## config.mk

```make
export PLATFORM = sky130hd
export DESIGN_NAME = srecord_loader_parser_top_flat
export DESIGN_NICKNAME = d
export VERILOG_FILES = /design/src/srp_pkg.sv /design/src/srp_char_if.sv /design/src/srp_result_if.sv /design/src/srecord_loader_parser_top.sv /design/src/srp_front.sv /design/src/srp_queue.sv /design/src/srp_back.sv /design/src/flat_wrapper.sv
export SDC_FILE = /design/constraint.sdc
export NUM_CORES = 1
export LEC_CHECK = 0
export BUFFER_PORTS_ARGS = -buffer_cell sky130_fd_sc_hd__buf_4
export CAP_MARGIN = 20
export CORE_MARGIN = 2
export CORE_UTILIZATION = 60
export DETAILED_ROUTE_END_ITERATION = 6
export GPL_ROUTABILITY_DRIVEN = 1
export HOLD_SLACK_MARGIN = 0.06
export PLACE_DENSITY = 0.79
export SLEW_MARGIN = 10
export SYNTH_ARGS = -nofsm -noshare
export SYNTH_HDL_FRONTEND = slang
export SYNTH_HIERARCHICAL = 1
export SYNTH_SLANG_ARGS = --single-unit
```

## constraint.sdc

```tcl
create_clock -name clk -period 5.6 [get_ports clk]
set_input_delay 0.28 -clock clk [delete_from_list [all_inputs] [get_ports clk]]
set_output_delay 0.28 -clock clk [all_outputs]
set_load 0.02 [all_outputs]
```

## src/srp_pkg.sv

```systemverilog
package srp_pkg;

    // Characters recognized by the parser
    localparam logic [7:0] CHAR_NEWLINE = 8'h0A;
    localparam logic [7:0] CHAR_S       = 8'h53;
    localparam logic [7:0] CHAR_0       = 8'h30;
    localparam logic [7:0] CHAR_1       = 8'h31;
    localparam logic [7:0] CHAR_9       = 8'h39;
    localparam logic [7:0] CHAR_UPPER_A = 8'h41;
    localparam logic [7:0] CHAR_UPPER_F = 8'h46;
    localparam logic [7:0] CHAR_LOWER_A = 8'h61;
    localparam logic [7:0] CHAR_LOWER_F = 8'h66;

    // Smallest legal byte count: two address bytes and the checksum
    localparam logic [7:0] MIN_COUNT    = 8'd3;
    localparam logic [7:0] SUM_GOOD     = 8'hFF;

    // Depth of the token queue between front and back
    localparam int QUEUE_DEPTH = 2;

    // Character positions within a record line
    localparam logic [3:0] POS_START     = 4'd0;
    localparam logic [3:0] POS_TYPE      = 4'd1;
    localparam logic [3:0] POS_COUNT_HI  = 4'd2;
    localparam logic [3:0] POS_COUNT_LO  = 4'd3;
    localparam logic [3:0] POS_ADDR_H_LO = 4'd5;
    localparam logic [3:0] POS_ADDR_L_LO = 4'd7;
    localparam logic [3:0] POS_BODY_HI   = 4'd8;

    typedef enum logic [2:0] {
        KIND_WRITE  = 3'd0,
        KIND_OK     = 3'd1,
        KIND_BADSUM = 3'd2,
        KIND_REJECT = 3'd3,
        KIND_ABORT  = 3'd4
    } kind_t;

    typedef enum logic [1:0] {
        TYPE_S0  = 2'd0,
        TYPE_S1  = 2'd1,
        TYPE_S9  = 2'd2,
        TYPE_BAD = 2'd3
    } rec_type_t;

    // Classified character handed from front to back
    typedef struct packed {
        logic       newline;
        logic       hex_ok;
        logic [3:0] hex;
        logic       is_s;
        rec_type_t  digit_type;
    } token_t;

    typedef struct packed {
        kind_t       result_kind;
        logic [1:0]  record_type;
        logic [15:0] address;
        logic [7:0]  data;
    } result_t;

endpackage

```

## src/srp_char_if.sv

```systemverilog
interface srp_char_if;
    import srp_pkg::*;

    logic       valid;
    logic       ready;
    logic [7:0] character;

    modport source (output valid, output character, input ready);
    modport sink   (input valid, input character, output ready);

endinterface

```

## src/srp_result_if.sv

```systemverilog
interface srp_result_if;
    import srp_pkg::*;

    logic        valid;
    logic        ready;
    logic [2:0]  result_kind;
    logic [1:0]  record_type;
    logic [15:0] address;
    logic [7:0]  data;

    modport source (output valid, output result_kind, output record_type,
                    output address, output data, input ready);
    modport sink   (input valid, input result_kind, input record_type,
                    input address, input data, output ready);

endinterface

```

## src/srecord_loader_parser_top.sv

```systemverilog
// S-record loader parser (S0, S1, S9).
// stream: one ASCII character per transaction; a newline ends a record.
// result: at most one transaction per character: a memory write for each
//   S1 data byte, a record done (ok or checksum mismatch) after the
//   checksum, a reject for a bad type or count, or an abort for a non-hex
//   digit or an early newline. After an abort no further results appear
//   until reset.
// Throughput: one character per cycle unless a held result stalls it. A
//   classify register in front, a two-entry token queue and a parser with
//   an output register behind it each hand over a transaction every cycle
//   unless stalled. A character passes the classify register, the queue
//   and the output register in that order before its result is offered.
// Reset: clears the parser to the start of a record and empties the queue.
// Stall: while result is held, the output register keeps its transaction,
//   the queue and the front register fill, and stream.ready drops once
//   both are full; nothing is lost.
module srecord_loader_parser_top
    import srp_pkg::*;
#(
    parameter int MAX_RECORD_BYTES = 36
)
(
    input  logic          clk,
    input  logic          rst_n,
    srp_char_if.sink      stream,
    srp_result_if.source  result
);

    logic    front_valid;
    logic    front_ready;
    token_t  front_tok;
    logic    queue_valid;
    logic    queue_ready;
    token_t  queue_tok;
    result_t res;

    srp_front u_front (
        .clk       (clk),
        .rst_n     (rst_n),
        .stream    (stream),
        .tok_valid (front_valid),
        .tok_ready (front_ready),
        .tok       (front_tok)
    );

    srp_queue u_queue (
        .clk       (clk),
        .rst_n     (rst_n),
        .in_valid  (front_valid),
        .in_ready  (front_ready),
        .in_tok    (front_tok),
        .out_valid (queue_valid),
        .out_ready (queue_ready),
        .out_tok   (queue_tok)
    );

    srp_back #(
        .MAX_RECORD_BYTES (MAX_RECORD_BYTES)
    ) u_back (
        .clk       (clk),
        .rst_n     (rst_n),
        .tok_valid (queue_valid),
        .tok_ready (queue_ready),
        .tok       (queue_tok),
        .res_valid (result.valid),
        .res_ready (result.ready),
        .res       (res)
    );

    // Drive the result channel payload
    assign result.result_kind = res.result_kind;
    assign result.record_type = res.record_type;
    assign result.address     = res.address;
    assign result.data        = res.data;

endmodule

```

## src/srp_front.sv

```systemverilog
module srp_front
    import srp_pkg::*;
(
    input  logic       clk,
    input  logic       rst_n,
    srp_char_if.sink   stream,
    output logic       tok_valid,
    input  logic       tok_ready,
    output token_t     tok
);

    logic   valid_reg;
    logic   valid_next;
    token_t tok_reg;
    token_t tok_next;
    logic   take;

    // Accept while the stage is empty or draining into the queue
    assign stream.ready = !valid_reg || tok_ready;
    assign take         = stream.valid && stream.ready;

    // Classify the incoming character
    always_comb
    begin
        logic [7:0] c;
        c = stream.character;
        tok_next.newline = (c == CHAR_NEWLINE);
        tok_next.is_s    = (c == CHAR_S);
        tok_next.hex_ok  = 1'b1;
        tok_next.hex     = 4'd0;
        if (c >= CHAR_0 && c <= CHAR_9)
        begin
            tok_next.hex = 4'(c - CHAR_0);
        end
        else if (c >= CHAR_UPPER_A && c <= CHAR_UPPER_F)
        begin
            tok_next.hex = 4'(c - CHAR_UPPER_A + 8'd10);
        end
        else if (c >= CHAR_LOWER_A && c <= CHAR_LOWER_F)
        begin
            tok_next.hex = 4'(c - CHAR_LOWER_A + 8'd10);
        end
        else
        begin
            tok_next.hex_ok = 1'b0;
        end
        case (c)
            CHAR_0:  tok_next.digit_type = TYPE_S0;
            CHAR_1:  tok_next.digit_type = TYPE_S1;
            CHAR_9:  tok_next.digit_type = TYPE_S9;
            default: tok_next.digit_type = TYPE_BAD;
        endcase
    end

    // Hold the stage until the queue takes it
    always_comb
    begin
        valid_next = valid_reg;
        if (take)
        begin
            valid_next = 1'b1;
        end
        else if (tok_ready)
        begin
            valid_next = 1'b0;
        end
    end

    always_ff @(posedge clk or negedge rst_n)
    begin
        if (!rst_n)
        begin
            valid_reg <= 1'b0;
        end
        else
        begin
            valid_reg <= valid_next;
        end
    end

    always_ff @(posedge clk)
    begin
        if (take)
        begin
            tok_reg <= tok_next;
        end
    end

    assign tok_valid = valid_reg;
    assign tok       = tok_reg;

endmodule

```

## src/srp_queue.sv

```systemverilog
module srp_queue
    import srp_pkg::*;
(
    input  logic   clk,
    input  logic   rst_n,
    input  logic   in_valid,
    output logic   in_ready,
    input  token_t in_tok,
    output logic   out_valid,
    input  logic   out_ready,
    output token_t out_tok
);

    localparam int PTR_W = (QUEUE_DEPTH > 1) ? $clog2(QUEUE_DEPTH) : 1;
    localparam int CNT_W = $clog2(QUEUE_DEPTH + 1);
    localparam logic [PTR_W-1:0] LAST_PTR = PTR_W'(QUEUE_DEPTH - 1);
    localparam logic [CNT_W-1:0] FULL_CNT = CNT_W'(QUEUE_DEPTH);

    token_t           entry_reg [QUEUE_DEPTH];
    logic [PTR_W-1:0] wr_ptr_reg;
    logic [PTR_W-1:0] wr_ptr_next;
    logic [PTR_W-1:0] rd_ptr_reg;
    logic [PTR_W-1:0] rd_ptr_next;
    logic [CNT_W-1:0] count_reg;
    logic [CNT_W-1:0] count_next;
    logic             push;
    logic             pop;

    assign in_ready  = (count_reg != FULL_CNT);
    assign out_valid = (count_reg != '0);
    assign out_tok   = entry_reg[rd_ptr_reg];
    assign push      = in_valid && in_ready;
    assign pop       = out_valid && out_ready;

    // Advance pointers and occupancy
    always_comb
    begin
        wr_ptr_next = wr_ptr_reg;
        rd_ptr_next = rd_ptr_reg;
        count_next  = count_reg;
        if (push)
        begin
            wr_ptr_next = (wr_ptr_reg == LAST_PTR) ? '0 : wr_ptr_reg + 1'b1;
        end
        if (pop)
        begin
            rd_ptr_next = (rd_ptr_reg == LAST_PTR) ? '0 : rd_ptr_reg + 1'b1;
        end
        if (push && !pop)
        begin
            count_next = count_reg + 1'b1;
        end
        else if (pop && !push)
        begin
            count_next = count_reg - 1'b1;
        end
    end

    always_ff @(posedge clk or negedge rst_n)
    begin
        if (!rst_n)
        begin
            wr_ptr_reg <= '0;
            rd_ptr_reg <= '0;
            count_reg  <= '0;
        end
        else
        begin
            wr_ptr_reg <= wr_ptr_next;
            rd_ptr_reg <= rd_ptr_next;
            count_reg  <= count_next;
        end
    end

    always_ff @(posedge clk)
    begin
        if (push)
        begin
            entry_reg[wr_ptr_reg] <= in_tok;
        end
    end

endmodule

```

## src/srp_back.sv

```systemverilog
module srp_back
    import srp_pkg::*;
#(
    parameter int MAX_RECORD_BYTES = 36
)
(
    input  logic    clk,
    input  logic    rst_n,
    input  logic    tok_valid,
    output logic    tok_ready,
    input  token_t  tok,
    output logic    res_valid,
    input  logic    res_ready,
    output result_t res
);

    localparam int OFFSET_W = (MAX_RECORD_BYTES > 4) ? $clog2(MAX_RECORD_BYTES - 3) : 1;
    localparam logic [7:0] MAX_COUNT = 8'(MAX_RECORD_BYTES);

    logic [3:0]          pos_reg,    pos_next;
    rec_type_t           type_reg,   type_next;
    logic [7:0]          count_reg,  count_next;
    logic [15:0]         addr_reg,   addr_next;
    logic [7:0]          sum_reg,    sum_next;
    logic [3:0]          pend_reg,   pend_next;
    logic [OFFSET_W-1:0] offset_reg, offset_next;
    logic                skip_reg,   skip_next;
    logic                halted_reg, halted_next;
    logic                out_valid_reg, out_valid_next;
    result_t             out_reg,    out_next;
    logic                take;
    logic                emit;
    logic [7:0]          byte_val;
    logic [7:0]          sum_plus;
    logic [15:0]         addr_full;

    function automatic logic [1:0] report_type(rec_type_t t);
        return (t == TYPE_BAD) ? 2'd0 : 2'(t);
    endfunction

    // Take a token whenever the output slot is free or draining
    assign tok_ready = !out_valid_reg || res_ready;
    assign take      = tok_valid && tok_ready;
    assign byte_val  = {pend_reg, tok.hex};
    assign sum_plus  = sum_reg + byte_val;
    assign addr_full = {addr_reg[15:8], byte_val};

    // Parse one token and form its result
    always_comb
    begin
        pos_next    = pos_reg;
        type_next   = type_reg;
        count_next  = count_reg;
        addr_next   = addr_reg;
        sum_next    = sum_reg;
        pend_next   = pend_reg;
        offset_next = offset_reg;
        skip_next   = skip_reg;
        halted_next = halted_reg;
        emit        = 1'b0;
        out_next.result_kind = KIND_ABORT;
        out_next.record_type = 2'd0;
        out_next.address     = 16'd0;
        out_next.data        = 8'd0;
        if (take && !halted_reg)
        begin
            if (skip_reg)
            begin
                if (tok.newline)
                begin
                    skip_next = 1'b0;
                    pos_next  = POS_START;
                end
            end
            else if (tok.newline)
            begin
                halted_next = 1'b1;
                emit        = 1'b1;
            end
            else
            begin
                case (pos_reg)
                    POS_START:
                    begin
                        type_next = tok.is_s ? TYPE_S0 : TYPE_BAD;
                        pos_next  = POS_TYPE;
                    end
                    POS_TYPE:
                    begin
                        if (type_reg != TYPE_BAD)
                        begin
                            type_next = tok.digit_type;
                        end
                        pos_next = POS_COUNT_HI;
                    end
                    default:
                    begin
                        if (!tok.hex_ok)
                        begin
                            halted_next = 1'b1;
                            emit        = 1'b1;
                        end
                        else if (!pos_reg[0])
                        begin
                            pend_next = tok.hex;
                            pos_next  = pos_reg + 4'd1;
                        end
                        else
                        begin
                            case (pos_reg)
                                POS_COUNT_LO:
                                begin
                                    count_next = byte_val;
                                    sum_next   = byte_val;
                                    pos_next   = pos_reg + 4'd1;
                                end
                                POS_ADDR_H_LO:
                                begin
                                    addr_next = {byte_val, 8'd0};
                                    sum_next  = sum_plus;
                                    pos_next  = pos_reg + 4'd1;
                                end
                                POS_ADDR_L_LO:
                                begin
                                    addr_next = addr_full;
                                    sum_next  = sum_plus;
                                    if (type_reg == TYPE_BAD || count_reg < MIN_COUNT ||
                                        count_reg > MAX_COUNT)
                                    begin
                                        skip_next = 1'b1;
                                        emit      = 1'b1;
                                        out_next.result_kind = KIND_REJECT;
                                        out_next.record_type = report_type(type_reg);
                                        out_next.address     = addr_full;
                                    end
                                    else
                                    begin
                                        count_next  = count_reg - MIN_COUNT;
                                        offset_next = '0;
                                        pos_next    = POS_BODY_HI;
                                    end
                                end
                                default:
                                begin
                                    pos_next = POS_BODY_HI;
                                    sum_next = sum_plus;
                                    if (count_reg != 8'd0)
                                    begin
                                        count_next = count_reg - 8'd1;
                                        if (type_reg == TYPE_S1)
                                        begin
                                            offset_next = offset_reg + 1'b1;
                                            emit        = 1'b1;
                                            out_next.result_kind = KIND_WRITE;
                                            out_next.record_type = report_type(type_reg);
                                            out_next.address     =
                                                addr_reg + 16'(offset_reg);
                                            out_next.data        = byte_val;
                                        end
                                    end
                                    else
                                    begin
                                        skip_next = 1'b1;
                                        emit      = 1'b1;
                                        out_next.result_kind =
                                            (sum_plus == SUM_GOOD) ? KIND_OK : KIND_BADSUM;
                                        out_next.record_type = report_type(type_reg);
                                        out_next.address     = addr_reg;
                                    end
                                end
                            endcase
                        end
                    end
                endcase
            end
        end
    end

    // Hold the result until the receiver takes it
    always_comb
    begin
        out_valid_next = out_valid_reg;
        if (take)
        begin
            out_valid_next = emit;
        end
        else if (res_ready)
        begin
            out_valid_next = 1'b0;
        end
    end

    always_ff @(posedge clk or negedge rst_n)
    begin
        if (!rst_n)
        begin
            pos_reg       <= POS_START;
            type_reg      <= TYPE_S0;
            count_reg     <= 8'd0;
            addr_reg      <= 16'd0;
            sum_reg       <= 8'd0;
            pend_reg      <= 4'd0;
            offset_reg    <= '0;
            skip_reg      <= 1'b0;
            halted_reg    <= 1'b0;
            out_valid_reg <= 1'b0;
        end
        else
        begin
            pos_reg       <= pos_next;
            type_reg      <= type_next;
            count_reg     <= count_next;
            addr_reg      <= addr_next;
            sum_reg       <= sum_next;
            pend_reg      <= pend_next;
            offset_reg    <= offset_next;
            skip_reg      <= skip_next;
            halted_reg    <= halted_next;
            out_valid_reg <= out_valid_next;
        end
    end

    always_ff @(posedge clk)
    begin
        if (take && emit)
        begin
            out_reg <= out_next;
        end
    end

    assign res_valid = out_valid_reg;
    assign res       = out_reg;

endmodule

```

## src/flat_wrapper.sv

```systemverilog
// flat-port wrapper written by rule: the top's interface ports become plain ports
module srecord_loader_parser_top_flat import srp_pkg::*;
#(
    parameter int MAX_RECORD_BYTES = 36
)
  (clk, rst_n, stream_valid, stream_character, stream_ready, result_valid, result_result_kind, result_record_type, result_address, result_data, result_ready);
  srp_char_if stream_i ();
  srp_result_if result_i ();
  input  logic clk;
  input  logic rst_n;
  input wire logic [$bits(stream_i.valid)-1:0] stream_valid;
  input wire logic [$bits(stream_i.character)-1:0] stream_character;
  output wire logic [$bits(stream_i.ready)-1:0] stream_ready;
  output wire logic [$bits(result_i.valid)-1:0] result_valid;
  output wire logic [$bits(result_i.result_kind)-1:0] result_result_kind;
  output wire logic [$bits(result_i.record_type)-1:0] result_record_type;
  output wire logic [$bits(result_i.address)-1:0] result_address;
  output wire logic [$bits(result_i.data)-1:0] result_data;
  input wire logic [$bits(result_i.ready)-1:0] result_ready;
  assign stream_i.valid = stream_valid;
  assign stream_i.character = stream_character;
  assign stream_ready = stream_i.ready;
  assign result_valid = result_i.valid;
  assign result_result_kind = result_i.result_kind;
  assign result_record_type = result_i.record_type;
  assign result_address = result_i.address;
  assign result_data = result_i.data;
  assign result_i.ready = result_ready;
  srecord_loader_parser_top #(.MAX_RECORD_BYTES(MAX_RECORD_BYTES)) u_core (.clk(clk), .rst_n(rst_n), .stream(stream_i), .result(result_i));
endmodule
```

# After elaboration in Yosys (flattened, before gate mapping)
# Memory sizes are Yosys's and may differ from the RTL's.
# Cells that the tools add are included.
totals:
  register_bits: 94
  latch_bits: 0
  ram_bits: 18
  mem_bits_ro: 0
  inputBits: 12
  out_inout_bits: 31
  elab_cells: 189
  n_memories: 1
memory_table:
  columns: ["memory", "words", "width", "read_ports", "rd_ports_with_merged_regs", "write_ports", "line_no", "rtl"]
  rows:
  - ["u_core.u_queue.entry_reg", 2, 9, 1, 0, 1, "srp_queue.sv:19", "token_t entry_reg [QUEUE_DEPTH];"]
classes:
  add_sub_neg: 15
  multipliers: 0
  div: 0
  order_cmp: 8
  n_eq_ne: 21
  shift: 0
  muxes: 62
  bitwise_logic: 11
  reduce_logical: 46
ops:
  columns: ["op", "count"]
  rows:
  - ["two-way mux 21 bit", 2]
  - ["one-hot mux 21 bit (2 select lines)", 1]
  - ["two-way mux 4 bit", 9]
  - ["one-hot mux 16 bit (2 select lines)", 1]
  - ["two-way mux 29 bit", 1]
  - ["two-way mux 1 bit", 28]
  - ["== test 8 x 6 -> 1 bit (second input constant)", 3]
  - ["two-way mux 8 bit", 3]
  - ["one-hot mux 8 bit (3 select lines)", 1]
  - ["two-way mux 6 bit", 3]
  - ["adder 16 x 6 -> 16 bit", 1]
  - [">= comparator 8 x 7 -> 1 bit (second input constant)", 2]
  - ["less-or-equal comparator 8 x 7 -> 1 bit (second input constant)", 2]
  - ["one-hot mux 4 bit (2 select lines)", 2]
  - ["nonzero test 2 bit", 8]
  - ["two-way mux 2 bit", 6]
  - ["one-hot mux 6 bit (2 select lines)", 1]
  - ["AND reduction 6 bit", 2]
  - ["OR reduction 12 bit", 1]
  - ["subtractor 4 x 1 -> 4 bit (second input constant)", 3]
  - ["inverter 1 bit", 11]
  - ["logical AND 1 bit", 10]
  - ["inequality test 2 bit (second input constant)", 5]
  - ["AND reduction 10 bit", 1]
  - ["39 further kinds", 56]

# Longest topological paths before layout
# Gate-level depths: netlist of run 1.
depth:
  word_depth: 12
  depth_mapped: 10
  ltp_nobuf: 9

# Cells and area by module
# Netlist of run 1, hierarchy kept.
by_module_without_submodules:
  columns: ["mod", "instances", "cells_per_inst", "area_per_inst_um2", "seq_area_each_um2"]
  rows:
  - ["srp_back", 1, 488, 4769.6, 2147.1]
  - ["srp_queue", 1, 46, 860.8, 640.6]
  - ["srp_front", 1, 46, 603.1, 295.3]

# Worst setup path before layout of run 1
# OpenSTA, ideal clock, no wires.
synth_path:
  path_type: "flip-flop to flip-flop"
  start: "register u_core.u_back.pos_reg[1]"
  end: "register u_core.u_back.out_reg, in the netlist u_core/u_back/res[0] (enable)"
  setup_ns: 0.461
  arrival_ns: 3.727
  required_ns: 5.139
  path_slack_ns: 1.412
  stages_incl_launch_ff: 8
  path_buffers: 1
  period_less_slack_ns: 4.188
  path_cell_list: "dfrtp_1 -> ha_1 -> buf_4 -> nor2b_1 -> nand2_1 -> a31oi_1 -> nor2_1 -> o31ai_1"
synth_between:
  elab_chain_len: 10
  elab_cells_between_ends: 15
  cone_classes: "eq/ne: 4; mux: 7; reduce/logical: 4"
synth_rtl:
  columns: ["element", "line_no", "rtl"]
  rows:
  - ["start, declared", "srp_back.sv:20", "logic [3:0] pos_reg, pos_next;"]
  - ["start signal, assigned", "srp_back.sv:210", "pos_reg <= pos_next;"]
  - ["== test 4 x 3 -> 1 bit or == test 4 x 2 -> 1 bit (tied branches)", "srp_back.sv:110", "case (pos_reg)"]
  - ["OR reduction 2 bit (no line)", null, null]
  - ["one-hot mux 1 bit (2 select lines)", "srp_back.sv:110", null]
  - ["two-way mux 1 bit", "srp_back.sv:103", "else if (!pos_reg[0])"]
  - ["two-way mux 1 bit", "srp_back.sv:98", "if (!tok.hex_ok)"]
  - ["two-way mux 1 bit (*)", "srp_back.sv:82", "case (pos_reg)"]
  - ["two-way mux 1 bit (*)", "srp_back.sv:75", "else if (tok.newline)"]
  - ["two-way mux 1 bit (*)", "srp_back.sv:67", "if (skip_reg)"]
  - ["two-way mux 1 bit (*)", "srp_back.sv:65", "if (take && !halted_reg)"]
  - ["logical AND 1 bit (*)", "srp_back.sv:225", "if (take && emit)"]
  - ["end signal, assigned", "srp_back.sv:227", "out_reg <= out_next;"]
  - ["end, declared", "srp_back.sv:30", "result_t out_reg, out_next;"]
# Mark *: on every way between the ends. The rest lies on a longest branch, timed or not.
# A chain may end at the register's enable or synchronous reset.

# Worst setup path after layout of run 1
layout_path:
  start: "register u_core.u_back.pos_reg[0]"
  end: "register u_core.u_back.out_reg, in the netlist u_core/u_back/res[3] (enable)"
# Same word-level chain as after synthesis.

==> Flow_metrics.wiki, run 1 <==
{| class="wikitable"
! Metric !! Value
|-
| Type of element capturing the critical path || flop
|-
| Count of endpoints failing hold in the final timing report || 0
|-
| Footprint of the flip-flops and latches || 3083 sq um
|-
| Cell accounting for the most synthesized area || sky130_fd_sc_hd__edfxtp_1
|-
| Number of cell rows || 37
|-
| Die X || 105.9 um
|-
| Synthesized-area fraction occupied by adder cells || 6.022%
|-
| Worst Min Path Start || stream_character[5]
|-
| Worst min path class || in2reg
|-
| Peak supply drop || 0.2748 mV
|-
| Utilization after layout || 67.37%
|-
| Largest fanout on the critical path || 16
|-
| Post-synth top flop || sky130_fd_sc_hd__edfxtp_1
|-
| Multiplexer share of the synthesized area || 5.058%
|-
| Peak Freq || 276.5 MHz
|-
| Maximum level of the CTS H-tree || 3
|-
| Synthesized instance count || 580
|-
| Shortest period the worst path allows || 3.616 ns
|-
| Fill cell count || 788
|-
| Async S/R FF share, synth || 50.00%
|-
| Arrival time at the worst endpoint || 3.71 ns
|-
| TritonCTS clock tree || yes
|-
| Synth warn || 6
|-
| Number of placed I/O pins || 43
|-
| RSZ-0062 raised after global routing || false
|-
| Share of the synthesized area in compound gates (AO/OA/AOI/OAI) || 16.82%
|-
| Setup slack on the worst flop-to-flop path || 1.98 ns
|-
| Required arrival time at the worst endpoint || 5.69 ns
|-
| DRC marker count from the first detailed-route iteration || 417
|-
| Unique cell type count in the Yosys netlist || 79
|-
| Reg-to-reg endpoint || u_core/u_back/res[3]
|-
| Length of the first detailed-routing pass in iterations || 5
|-
| Effective utilization at floorplan || 61.20%
|-
| Power density over cell area || 452.5 nW/um^2
|-
| Transition at the pin with the smallest max-transition slack || 1.098 ns
|-
| Wire length of the first global-routing pass || 24.07 mm
|-
| Setup Fix Bufs, Post-CTS || 0
|-
| Antenna cell count || 0
|-
| Core region area || 10,180 sq um
|-
| IO buf count || 42
|-
| Leakage power || 2.750 nW
|-
| Outcome || completed
|-
| Post-cts repair resize count || 0
|-
| DPL Wire Length || 10.38 mm
|-
| Average wire length per cell after detail routing || 18.96 um
|-
| Setup-failing EPs final || 0
|-
| Sinks on the clock net || 112
|-
| Worst-Skew Late Latency || 0.39 ns
|-
| Most used cells in the layout excluding fill and tap cells || sky130_fd_sc_hd__dfrtp_1, sky130_fd_sc_hd__edfxtp_1, sky130_fd_sc_hd__nor2_1
|-
| Sequential-to-total area share from yosys stat || 49.46%
|-
| Post-place instance area || 6644 sq um
|-
| Reg2reg path depth || 8
|-
| Period utilisation layout || 64.57%
|-
| Cell types occupying the most area after synthesis || sky130_fd_sc_hd__edfxtp_1, sky130_fd_sc_hd__dfrtp_1, sky130_fd_sc_hd__ha_1
|-
| Final ANT Viol Nets || 0
|-
| Number of remaining DRC errors || 0
|-
| Number of buffers between clock root and the deepest sink || 2
|-
| Antenna violations before repair || 0
|-
| DIE HEIGHT || 105.9 um
|-
| Total Negative Setup Slacks || 0 ns
|-
| Leftover overflow at the end of global routing || 0
|-
| Clock skew || 0.01249 ns
|-
| Via count of the first global-routing pass || 4,802
|-
| MaxCap Viol Count || 0
|-
| Multi-input combinational cell area || 2993 sq um
|-
| Hold buffers post-CTS || 2
|-
| NumNets Final || 658
|-
| Clock root buffer || sky130_fd_sc_hd__clkbuf_8
|-
| Type of the setup path with the least slack || reg2reg
|-
| Mean cell area of the mapped netlist || 10.75 sq um
|-
| Post-detailed-route via-to-cell ratio || 6.299
|-
| Worst max-slew margin expressed relative to the limit || 26.10%
|-
| Total global routing track utilization || 27.63%
|-
| Cell Area, Synth || 6233 sq um
|-
| Number of synthesized register bits || 112
|-
| Combinational family with the most area after synthesis || simple AND/OR/NAND/NOR gates
|-
| Fraction of layout cells with a size suffix above 1 || 17.17%
|-
| Post-synthesis share of cell area spent on xor and xnor gates || 2.670%
|-
| Total die area || 11,220 sq um
|-
| Number of slew-limit violations in the final report || 0
|-
| Post-Synth Simple-Gate Area || 17.22%
|-
| Pin count of the biggest net entering global routing || 57
|-
| EDFF count, synth || 56
|-
| Area Growth Syn to Fin || 10.08%
|-
| Critical register-to-register path startpoint || u_core/u_back/pos_reg[0]
|-
| Syn_nets || 620
|-
| Clock-pin slew of the registers on the worst-case setup and hold paths || 0.10 ns
|-
| CP Launch Type || flop
|-
| Share of the synthesized area in the top cell type || 26.98%
|-
| Routability congestion estimate || 0.9566
|-
| Total via count in the routed design || 4,781
|-
| Overall power || 3.105 mW
|-
| Endpoint of the worst hold-timing path || u_core/u_front/tok[2]
|-
| Cell depth of the worst hold path || 2
|-
| Final WL || 14.39 mm
|-
| Number of flip-flops under the largest register name || 29
|-
| TritonCTS buffer count || 9
|-
| Final design area excluding fillers || 6862 sq um
|}
[logic make-up after synthesis]
kind of cell             count (synthesis)
AND/OR/NAND/NOR                        195
AO/OA/AOI/OAI                          161
flip-flops                             112
buffers and inverters                   36
adder cells (fa/ha/maj)                 29
multiplexers                            28
XOR/XNOR                                19
[how the worst max path moves through the flow]
stage                        startpoint              endpoint
2_1_floorplan  u_core/u_back/pos_reg[1]  u_core/u_back/res[0]
3_3_place_gp   u_core/u_back/pos_reg[0]  u_core/u_back/res[6]
3_5_place_dp   u_core/u_back/pos_reg[0]  u_core/u_back/res[0]
4_1_cts        u_core/u_back/pos_reg[0]  u_core/u_back/res[3]
5_1_grt        u_core/u_back/pos_reg[0]  u_core/u_back/res[2]
6_report       u_core/u_back/pos_reg[0]  u_core/u_back/res[3]
[worst max-delay path, stage by stage (launching register included)]
cell                      delay [ns]
sky130_fd_sc_hd__dfrtp_1        0.54
sky130_fd_sc_hd__ha_1           0.43
sky130_fd_sc_hd__nor2b_1        0.35
sky130_fd_sc_hd__nand2_1        0.29
sky130_fd_sc_hd__a31oi_1        0.24
sky130_fd_sc_hd__buf_4          0.23
sky130_fd_sc_hd__nor2_1         0.12
sky130_fd_sc_hd__o31ai_4        0.74
sky130_fd_sc_hd__buf_4          0.36
[Yosys cell counts (all sizes together) (5+ instances only)]
cell type  count
a211oi         7
a21o           6
a21oi         37
a22o          10
a31oi         10
and2          12
and3           6
buf            9
clkbuf        11
dfrtp         56
edfxtp        56
ha            26
inv           16
mux2          25
nand2         43
nand2b        11
nand3         15
nand4          9
nor2          49
nor2b          6
nor3          10
nor3b          5
nor4           5
nor4b          5
o21ai         49
or2            5
xnor2         12
xor2           7
[report_power, final]
part	total, mW	leakage, nW	switching [mW]	internal (mW)
clock network	0.495	0.101	0.274	0.221
logic	1.31	1.40	0.793	0.517
registers	1.30	1.25	0.205	1.09
[metal layers]
layer,track usage (%),up-vias,routed length (um)
met2,44.38,180,6799
li1,-,2255,-
met5,0,-,0
met1,35.93,2317,6201
met4,11.56,0,349
met3,6.990,29,1040
[area by class of cell]
class | count | area share, %
tap | 136 | 2.480
clock buffer | 12 | 2.115
timing repair buffer | 47 | 5.215
inverter | 16 | 0.8753
clock inverter | 4 | 0.7659
sequential | 112 | 44.93
multi-input combinational | 432 | 43.62
[metrics by stage]
step                      std cells  setup WS [ns]  hold WS (ns)
after global placement          741          2.244        0.3860
final                           759          1.984        0.1892
after detailed placement        741          2.087        0.4120
after CTS                       759          2.040        0.1671
after floorplan                 580          1.412      -0.01559
after global routing            759          1.752        0.1750
No activity file was read; power rests on OpenSTA's default activity.
==> run 2, diff against run 1 <==
Settings changed: CORE_UTILIZATION 60 to 55, PLACE_DENSITY 0.79 to 0.76.
Clock period 5.6 ns to 3.2 ns, I/O delays scaled along.
==> Flow_metrics.wiki, run 2 (synthesized netlist as in run 1, its figures left out) <==
{| class="wikitable"
! Metric !! Value
|-
| Final Hold Slack || 0.1206 ns (-0.06853 ns)
|-
| Global Route met1 Usage || 31.99% (-3.9 points)
|-
| GR met3 Demand/Resource || 3.842% (-3.1 points)
|-
| Transition at the pin with the smallest max-transition slack || 0.8572 ns (-0.2412 ns)
|-
| Global route hottest layer || met2
|-
| Sinks on the clock net || 112 (unchanged)
|-
| DIE HEIGHT || 110.5 um (+4.3%)
|-
| Largest fanout on the critical path || 7 (-9)
|-
| Slowest cell on the critical path || sky130_fd_sc_hd__mux2_2
|-
| Effective utilization at floorplan || 57.00% (-4.2 points)
|-
| Shortest period the worst path allows || 2.896 ns (-0.7200 ns)
|-
| Clock-pin slew of the registers on the worst-case setup and hold paths || 0.07 ns (-0.03 ns)
|-
| Required arrival time at the worst endpoint || 3.30 ns (-2.39 ns)
|-
| NumNets Final || 666 (+1.2%)
|-
| Final ANT Viol Nets || 0 (unchanged)
|-
| Peak supply drop || 0.6071 mV (+120%)
|-
| RSZ-0062 raised after global routing || false
|-
| Post-detailed-route via-to-cell ratio || 6.302 (about the same)
|-
| Layout Cells excl Fill || 771 (+1.6%)
|-
| Routability congestion estimate || 0.9637 (+0.74%)
|-
| Via count of the first global-routing pass || 4,873 (+1.5%)
|-
| Total die area || 12,200 sq um (+8.7%)
|-
| Post-Place Cells || 753 (+1.6%)
|-
| Length of the first detailed-routing pass in iterations || 6 (+1)
|-
| Number of remaining DRC errors || 0 (unchanged)
|-
| Area Growth Syn to Fin || 12.67%
|-
| Total global routing track utilization || 24.55% (-3.1 points)
|-
| Arrival time at the worst endpoint || 3.00 ns (-0.71 ns)
|-
| Total via count in the routed design || 4,859 (+1.6%)
|-
| Worst-Skew Late Latency || 0.36 ns (-0.03 ns)
|-
| Worst min path class || in2reg
|-
| TritonCTS buffer count || 9 (unchanged)
|-
| IO buf count || 42 (unchanged)
|-
| Core region area || 10,940 sq um (+7.4%)
|-
| Type of the setup path with the least slack || reg2reg
|-
| Most used cells in the layout excluding fill and tap cells || sky130_fd_sc_hd__dfrtp_1, sky130_fd_sc_hd__edfxtp_1, sky130_fd_sc_hd__buf_4
|-
| Antenna cell count || 0 (unchanged)
|-
| Number of flip-flops under the largest register name || 29 (unchanged)
|-
| Clock root buffer || sky130_fd_sc_hd__clkbuf_16
|-
| Pin count of the biggest net entering global routing || 57 (unchanged)
|-
| Utilization after layout || 64.22% (-3.1 points)
|-
| TritonCTS clock tree || yes
|-
| DRC marker count from the first detailed-route iteration || 461 (+11%)
|-
| Number of placed I/O pins || 43 (unchanged)
|-
| Outcome || completed
|-
| Final WL || 14.45 mm (+0.42%)
|-
| Clock skew || 0.01142 ns (-0.001069 ns)
|-
| Wire length of the first global-routing pass || 24.11 mm (+0.14%)
|-
| Average wire length per cell after detail routing || 18.74 um (-1.1%)
|-
| Number of cell rows || 38 (+2.7%)
|-
| Count of endpoints failing hold in the final timing report || 0 (unchanged)
|-
| Worst max-slew margin expressed relative to the limit || 42.47% (+16 points)
|-
| Number of buffers between clock root and the deepest sink || 2 (unchanged)
|-
| Fill cell count || 867 (+10%)
|-
| Setup Fix Bufs, Post-CTS || 0 (unchanged)
|-
| Overall power || 5.700 mW (+84%)
|-
| Total Negative Setup Slacks || 0 ns (unchanged)
|-
| CP Launch Type || flop
|-
| DPL Wire Length || 10.25 mm (-1.2%)
|-
| Period utilisation layout || 90.50% (+26 points)
|-
| Type of element capturing the critical path || flop
|-
| Peak Freq || 345.3 MHz (+25%)
|-
| Fraction of layout cells with a size suffix above 1 || 18.38% (+1.2 points)
|-
| Number of slew-limit violations in the final report || 0 (unchanged)
|-
| List of cells traversed by the critical path || mux2_2, ha_1, fa_1, nand3_1, a21boi_0, nor4b_1, a211oi_1, o41ai_1, a21oi_1
|-
| Antenna violations before repair || 0 (unchanged)
|-
| GR Layer Usage met2 || 39.84% (-4.5 points)
|-
| Leakage power || 2.826 nW (+2.8%)
|-
| Power density over cell area || 811.7 nW/um^2 (+79%)
|-
| MaxCap Viol Count || 0 (unchanged)
|-
| Leftover overflow at the end of global routing || 0 (unchanged)
|-
| Maximum level of the CTS H-tree || 3 (unchanged)
|-
| Setup-failing EPs final || 0 (unchanged)
|-
| Crit path largest cell delay || 0.45 ns (-0.29 ns)
|-
| Die X || 110.5 um (+4.3%)
|}
## run 2: cell count changes in the layout (fill, tap and decap cells not counted), sizes merged
cell	change
clkbuf	-1
bufinv	-1
buf	+8
inv	+2
clkinv	-1
clkinvlp	+1
## run 2: metrics by stage
stage,worst slack (ns),instance area (sq um)
final,0.3039,7023
after global routing,0.1764,7023
after CTS,0.2987,7023
after detailed placement,0.3364,6721
after global placement,0.3702,6721
after floorplan,0.4279,6247
## run 2: layer usage
| layer | up-vias | wire (um) |
|---|---|---|
| met5 | - | 0 |
| li1 | 2260 | - |
| met4 | 0 | 439 |
| met2 | 193 | 6843 |
| met1 | 2368 | 6280 |
| met3 | 38 | 888 |
## run 2: critical path, delay by kind of cell (launching register included)
kind	cells	cell delay [ns]
AO/OA/AOI/OAI	4	0.72
adder cells (fa/ha/maj)	2	0.68
multiplexers	1	0.45
flip-flops	1	0.43
AND/OR/NAND/NOR	2	0.37
## run 2: repair_timing
item,CTS,global route
endpoints found under the hold margin,57,0
hold buffers,2,0
resized for setup,0,0
## run 2: path summary, 6_finish.rpt
kind	slack (ns)	to	cells after the start	startpoint
min	0.12	u_core/u_front/tok[8]	2	stream_character[4]
max reg2reg	0.30	u_core/u_back/res[27]	9	u_core/u_queue/rd_ptr_reg
max in group asynchronous	2.30	u_core/u_back/type_reg[0]	2	rst_n
min in group asynchronous	0.40	u_core/u_back/addr_reg[14]	2	rst_n
max	0.30	u_core/u_back/res[27]	9	u_core/u_queue/rd_ptr_reg
min reg2reg	0.44	u_core/u_queue/entry_reg[1][2]	0	u_core/u_front/tok[2]
## run 2: final cells by class
cell class / instances / area, sq um / area share (%)
clock inverter: 5 / 38.79 / 0.5523
clock buffer: 11 / 242.7 / 3.456
inverter: 16 / 60.06 / 0.8552
timing repair buffer: 55 / 430.4 / 6.129
sequential: 112 / 3083 / 43.90
multi-input combinational: 432 / 2993 / 42.62
tap: 140 / 175.2 / 2.494
## run 2: power breakdown
group / internal (mW) / switching (mW)
clock network: 0.557 / 0.525
registers: 1.92 / 0.323
logic: 0.945 / 1.43
total: 3.42 / 2.28
==> run 3, diff against run 2 <==
Settings changed: SYNTH_HIERARCHICAL 1 to not set.
==> Flow_metrics.wiki, run 3 <==
{| class="wikitable"
! Metric !! Value
|-
| Outcome || completed
|-
| Routability congestion estimate || 0.9646 (about the same)
|-
| Total Negative Setup Slacks || 0 ns (unchanged)
|-
| Reg-to-reg endpoint || u_core.u_back.res[20]
|-
| Effective utilization at floorplan || 57.11% (+0.11 points)
|-
| RSZ-0062 raised after global routing || false
|-
| Peak supply drop || 0.4135 mV (-32%)
|-
| Worst Min Path Start || result_ready
|-
| Number of buffers between clock root and the deepest sink || 2 (unchanged)
|-
| Mean cell area of the mapped netlist || 9.956 sq um (-7.4%)
|-
| Peak Freq || 342.2 MHz (-0.90%)
|-
| Transition at the pin with the smallest max-transition slack || 0.7533 ns (-0.1039 ns)
|-
| IO buf count || 42 (unchanged)
|-
| Total via count in the routed design || 5,186 (+6.7%)
|-
| Antenna cell count || 0 (unchanged)
|-
| Share of the synthesized area in the top cell type || 26.81% (-0.17 points)
|-
| Core region area || 10,980 sq um (+0.43%)
|-
| Endpoint of the worst hold-timing path || u_core.u_back.res_valid
|-
| Total die area || 12,270 sq um (+0.60%)
|-
| Largest fanout on the critical path || 15 (+8)
|-
| Hold buffers post-CTS || 2 (unchanged)
|-
| Post-cts repair resize count || 0 (unchanged)
|-
| Clock-pin slew of the registers on the worst-case setup and hold paths || 0.07 ns (about the same)
|-
| Average wire length per cell after detail routing || 17.95 um (-4.2%)
|-
| Number of slew-limit violations in the final report || 0 (unchanged)
|-
| TritonCTS buffer count || 9 (unchanged)
|-
| Sinks on the clock net || 112 (unchanged)
|-
| Cell types occupying the most area after synthesis || sky130_fd_sc_hd__edfxtp_1, sky130_fd_sc_hd__dfrtp_1, sky130_fd_sc_hd__ha_1
|-
| Worst min path class || in2reg
|-
| Cell Area, Synth || 6272 sq um (+0.62%)
|-
| Cell depth of the worst hold path || 3 (+1)
|-
| Synth warn || 0 (-6)
|-
| Antenna violations before repair || 0 (unchanged)
|-
| Leakage power || 2.884 nW (+2.1%)
|-
| Required arrival time at the worst endpoint || 3.35 ns (+0.05 ns)
|-
| Async S/R FF share, synth || 50.00% (unchanged)
|-
| Type of the setup path with the least slack || reg2reg
|-
| Worst-Skew Late Latency || 0.35 ns (about the same)
|-
| Maximum level of the CTS H-tree || 3 (unchanged)
|-
| Final WL || 14.84 mm (+2.7%)
|-
| DRC marker count from the first detailed-route iteration || 454 (-1.5%)
|-
| Sequential-to-total area share from yosys stat || 49.15% (-0.31 points)
|-
| Die X || 110.8 um (+0.30%)
|-
| Setup Fix Bufs, Post-CTS || 0 (unchanged)
|-
| TritonCTS clock tree || yes
|-
| Pin count of the biggest net entering global routing || 57 (unchanged)
|-
| Number of placed I/O pins || 43 (unchanged)
|-
| Number of remaining DRC errors || 0 (unchanged)
|-
| Commonest non-fill, non-tap cell in the layout || sky130_fd_sc_hd__nand2_1
|-
| Arrival time at the worst endpoint || 3.07 ns (+0.07 ns)
|-
| Power density over cell area || 501.6 nW/um^2 (-38%)
|-
| Number of synthesized register bits || 112 (unchanged)
|-
| MaxCap Viol Count || 0 (unchanged)
|-
| Type of element capturing the critical path || flop
|-
| Setup-failing EPs final || 0 (unchanged)
|-
| Synthesized instance count || 630 (+8.6%)
|-
| Unique cell type count in the Yosys netlist || 69 (-13%)
|-
| Final design area excluding fillers || 7094 sq um (+1.0%)
|-
| Number of flip-flops under the largest register name || 29 (unchanged)
|-
| Final ANT Viol Nets || 0 (unchanged)
|-
| Post-detailed-route via-to-cell ratio || 6.271 (-0.50%)
|-
| Shortest period the worst path allows || 2.923 ns (+0.02643 ns)
|-
| Synth top cells by count || sky130_fd_sc_hd__nand2_1, sky130_fd_sc_hd__nor2_1, sky130_fd_sc_hd__dfrtp_1, sky130_fd_sc_hd__edfxtp_1, sky130_fd_sc_hd__o21ai_0
|-
| DPL Wire Length || 10.95 mm (+6.8%)
|-
| Length of the first detailed-routing pass in iterations || 7 (+1)
|-
| Post-synth top flop || sky130_fd_sc_hd__edfxtp_1
|-
| Fraction of layout cells with a size suffix above 1 || 13.68% (-4.7 points)
|-
| Post-place instance area || 6810 sq um (+1.3%)
|-
| Cell accounting for the most synthesized area || sky130_fd_sc_hd__edfxtp_1
|-
| Number of cell rows || 38 (unchanged)
|-
| Total global routing track utilization || 24.83% (+0.28 points)
|-
| Reg2reg path depth || 8 (-1)
|-
| Area Growth Syn to Fin || 13.11%
|-
| Via count of the first global-routing pass || 4,850 (-0.47%)
|-
| Clock root buffer || sky130_fd_sc_hd__clkbuf_16
|-
| NumNets Final || 722 (+8.4%)
|-
| Count of endpoints failing hold in the final timing report || 0 (unchanged)
|-
| CP Launch Type || flop
|-
| Setup slack on the worst flop-to-flop path || 0.28 ns (-0.03 ns)
|-
| Critical register-to-register path startpoint || u_core.u_back.count_reg[0]
|-
| Worst max-slew margin expressed relative to the limit || 49.60% (+7.1 points)
|-
| Wire length of the first global-routing pass || 24.67 mm (+2.3%)
|-
| EDFF count, synth || 56 (unchanged)
|-
| Clock skew || 0.01026 ns (-0.001164 ns)
|-
| Leftover overflow at the end of global routing || 0 (unchanged)
|-
| DIE HEIGHT || 110.8 um (+0.30%)
|-
| Most instantiated library cell after synthesis || sky130_fd_sc_hd__nand2_1
|-
| Period utilisation layout || 91.33% (+0.83 points)
|-
| Syn_nets || 670 (+8.1%)
|-
| Most used cells in the layout excluding fill and tap cells || sky130_fd_sc_hd__nand2_1, sky130_fd_sc_hd__nor2_1, sky130_fd_sc_hd__buf_4
|}
[run 3: how the worst max path moves through the flow]
stage / startpoint / to / slack (ns)
floorplan: u_core.u_queue.rd_ptr_reg / u_core.u_back.res[26] / 0.50
global placement: u_core.u_queue.rd_ptr_reg / u_core.u_back.res[27] / 0.46
detailed placement: u_core.u_queue.rd_ptr_reg / u_core.u_back.res[27] / 0.36
CTS: u_core.u_queue.rd_ptr_reg / u_core.u_back.res[27] / 0.34
global route: u_core.u_back.pos_reg[0] / u_core.u_back.addr_reg[13] / 0.13
finish: u_core.u_back.count_reg[0] / u_core.u_back.res[20] / 0.28
[run 3: layout make-up]
| class | count | area, sq um |
|---|---|---|
| clock buffer | 11 | 232.7 |
| clock inverter | 5 | 31.28 |
| fill | 894 | 3889 |
| inverter | 19 | 71.32 |
| multi-input combinational | 477 | 3010 |
| sequential | 112 | 3083 |
| tap | 140 | 175.2 |
| timing repair buffer | 63 | 490.5 |
[run 3: cells by family after synthesis]
logic type | Yosys count | share of synthesized area (%)
buffers and inverters | 41 | 2.853
AND/OR/NAND/NOR | 241 | 18.99
AO/OA/AOI/OAI | 176 | 18.05
XOR/XNOR | 17 | 2.374
adder cells (fa/ha/maj) | 29 | 5.984
flip-flops | 112 | 49.15
multiplexers | 14 | 2.593
[run 3: per-layer routing]
layer	part of all wire, %	global-route usage (%)	vias up
li1	-	-	2433
met1	42	33.26	2486
met2	49	40.61	234
met3	6.7	3.718	33
met4	2.8	10.33	0
met5	0	0	-
[run 3: worst max-delay path, stage by stage, from the launching register on]
cell and delay, ns:
sky130_fd_sc_hd__dfrtp_1 0.43, sky130_fd_sc_hd__inv_1 0.13, sky130_fd_sc_hd__ha_1 0.23, sky130_fd_sc_hd__or4b_4 0.52
sky130_fd_sc_hd__o21ai_1 0.16, sky130_fd_sc_hd__or4b_1 0.71, sky130_fd_sc_hd__a31oi_1 0.29, sky130_fd_sc_hd__o21ai_1 0.13
sky130_fd_sc_hd__o31ai_1 0.12
[run 3: where the power goes]
part	switching [mW]	internal [mW]	leakage, nW
logic	0.499	0.324	1.56
registers	0.0709	1.64	1.20
clock network	0.495	0.527	0.121
[run 3: stage by stage]
| stage | power, mW | hold slack [ns] | util, % | setup slack (ns) | cells |
|---|---|---|---|---|---|
| after floorplan | 2.292 | -0.1356 | - | 0.5042 | 630 |
| after global placement | 2.519 | 0.2649 | 62.01 | 0.4564 | 809 |
| after detailed placement | 2.549 | 0.2751 | 62.01 | 0.3636 | 809 |
| after CTS | 3.566 | 0.08965 | 64.59 | 0.3402 | 827 |
| after global routing | 3.734 | 0.1061 | 64.59 | 0.1321 | 827 |
| final | 3.558 | 0.1033 | 64.59 | 0.2775 | 827 |
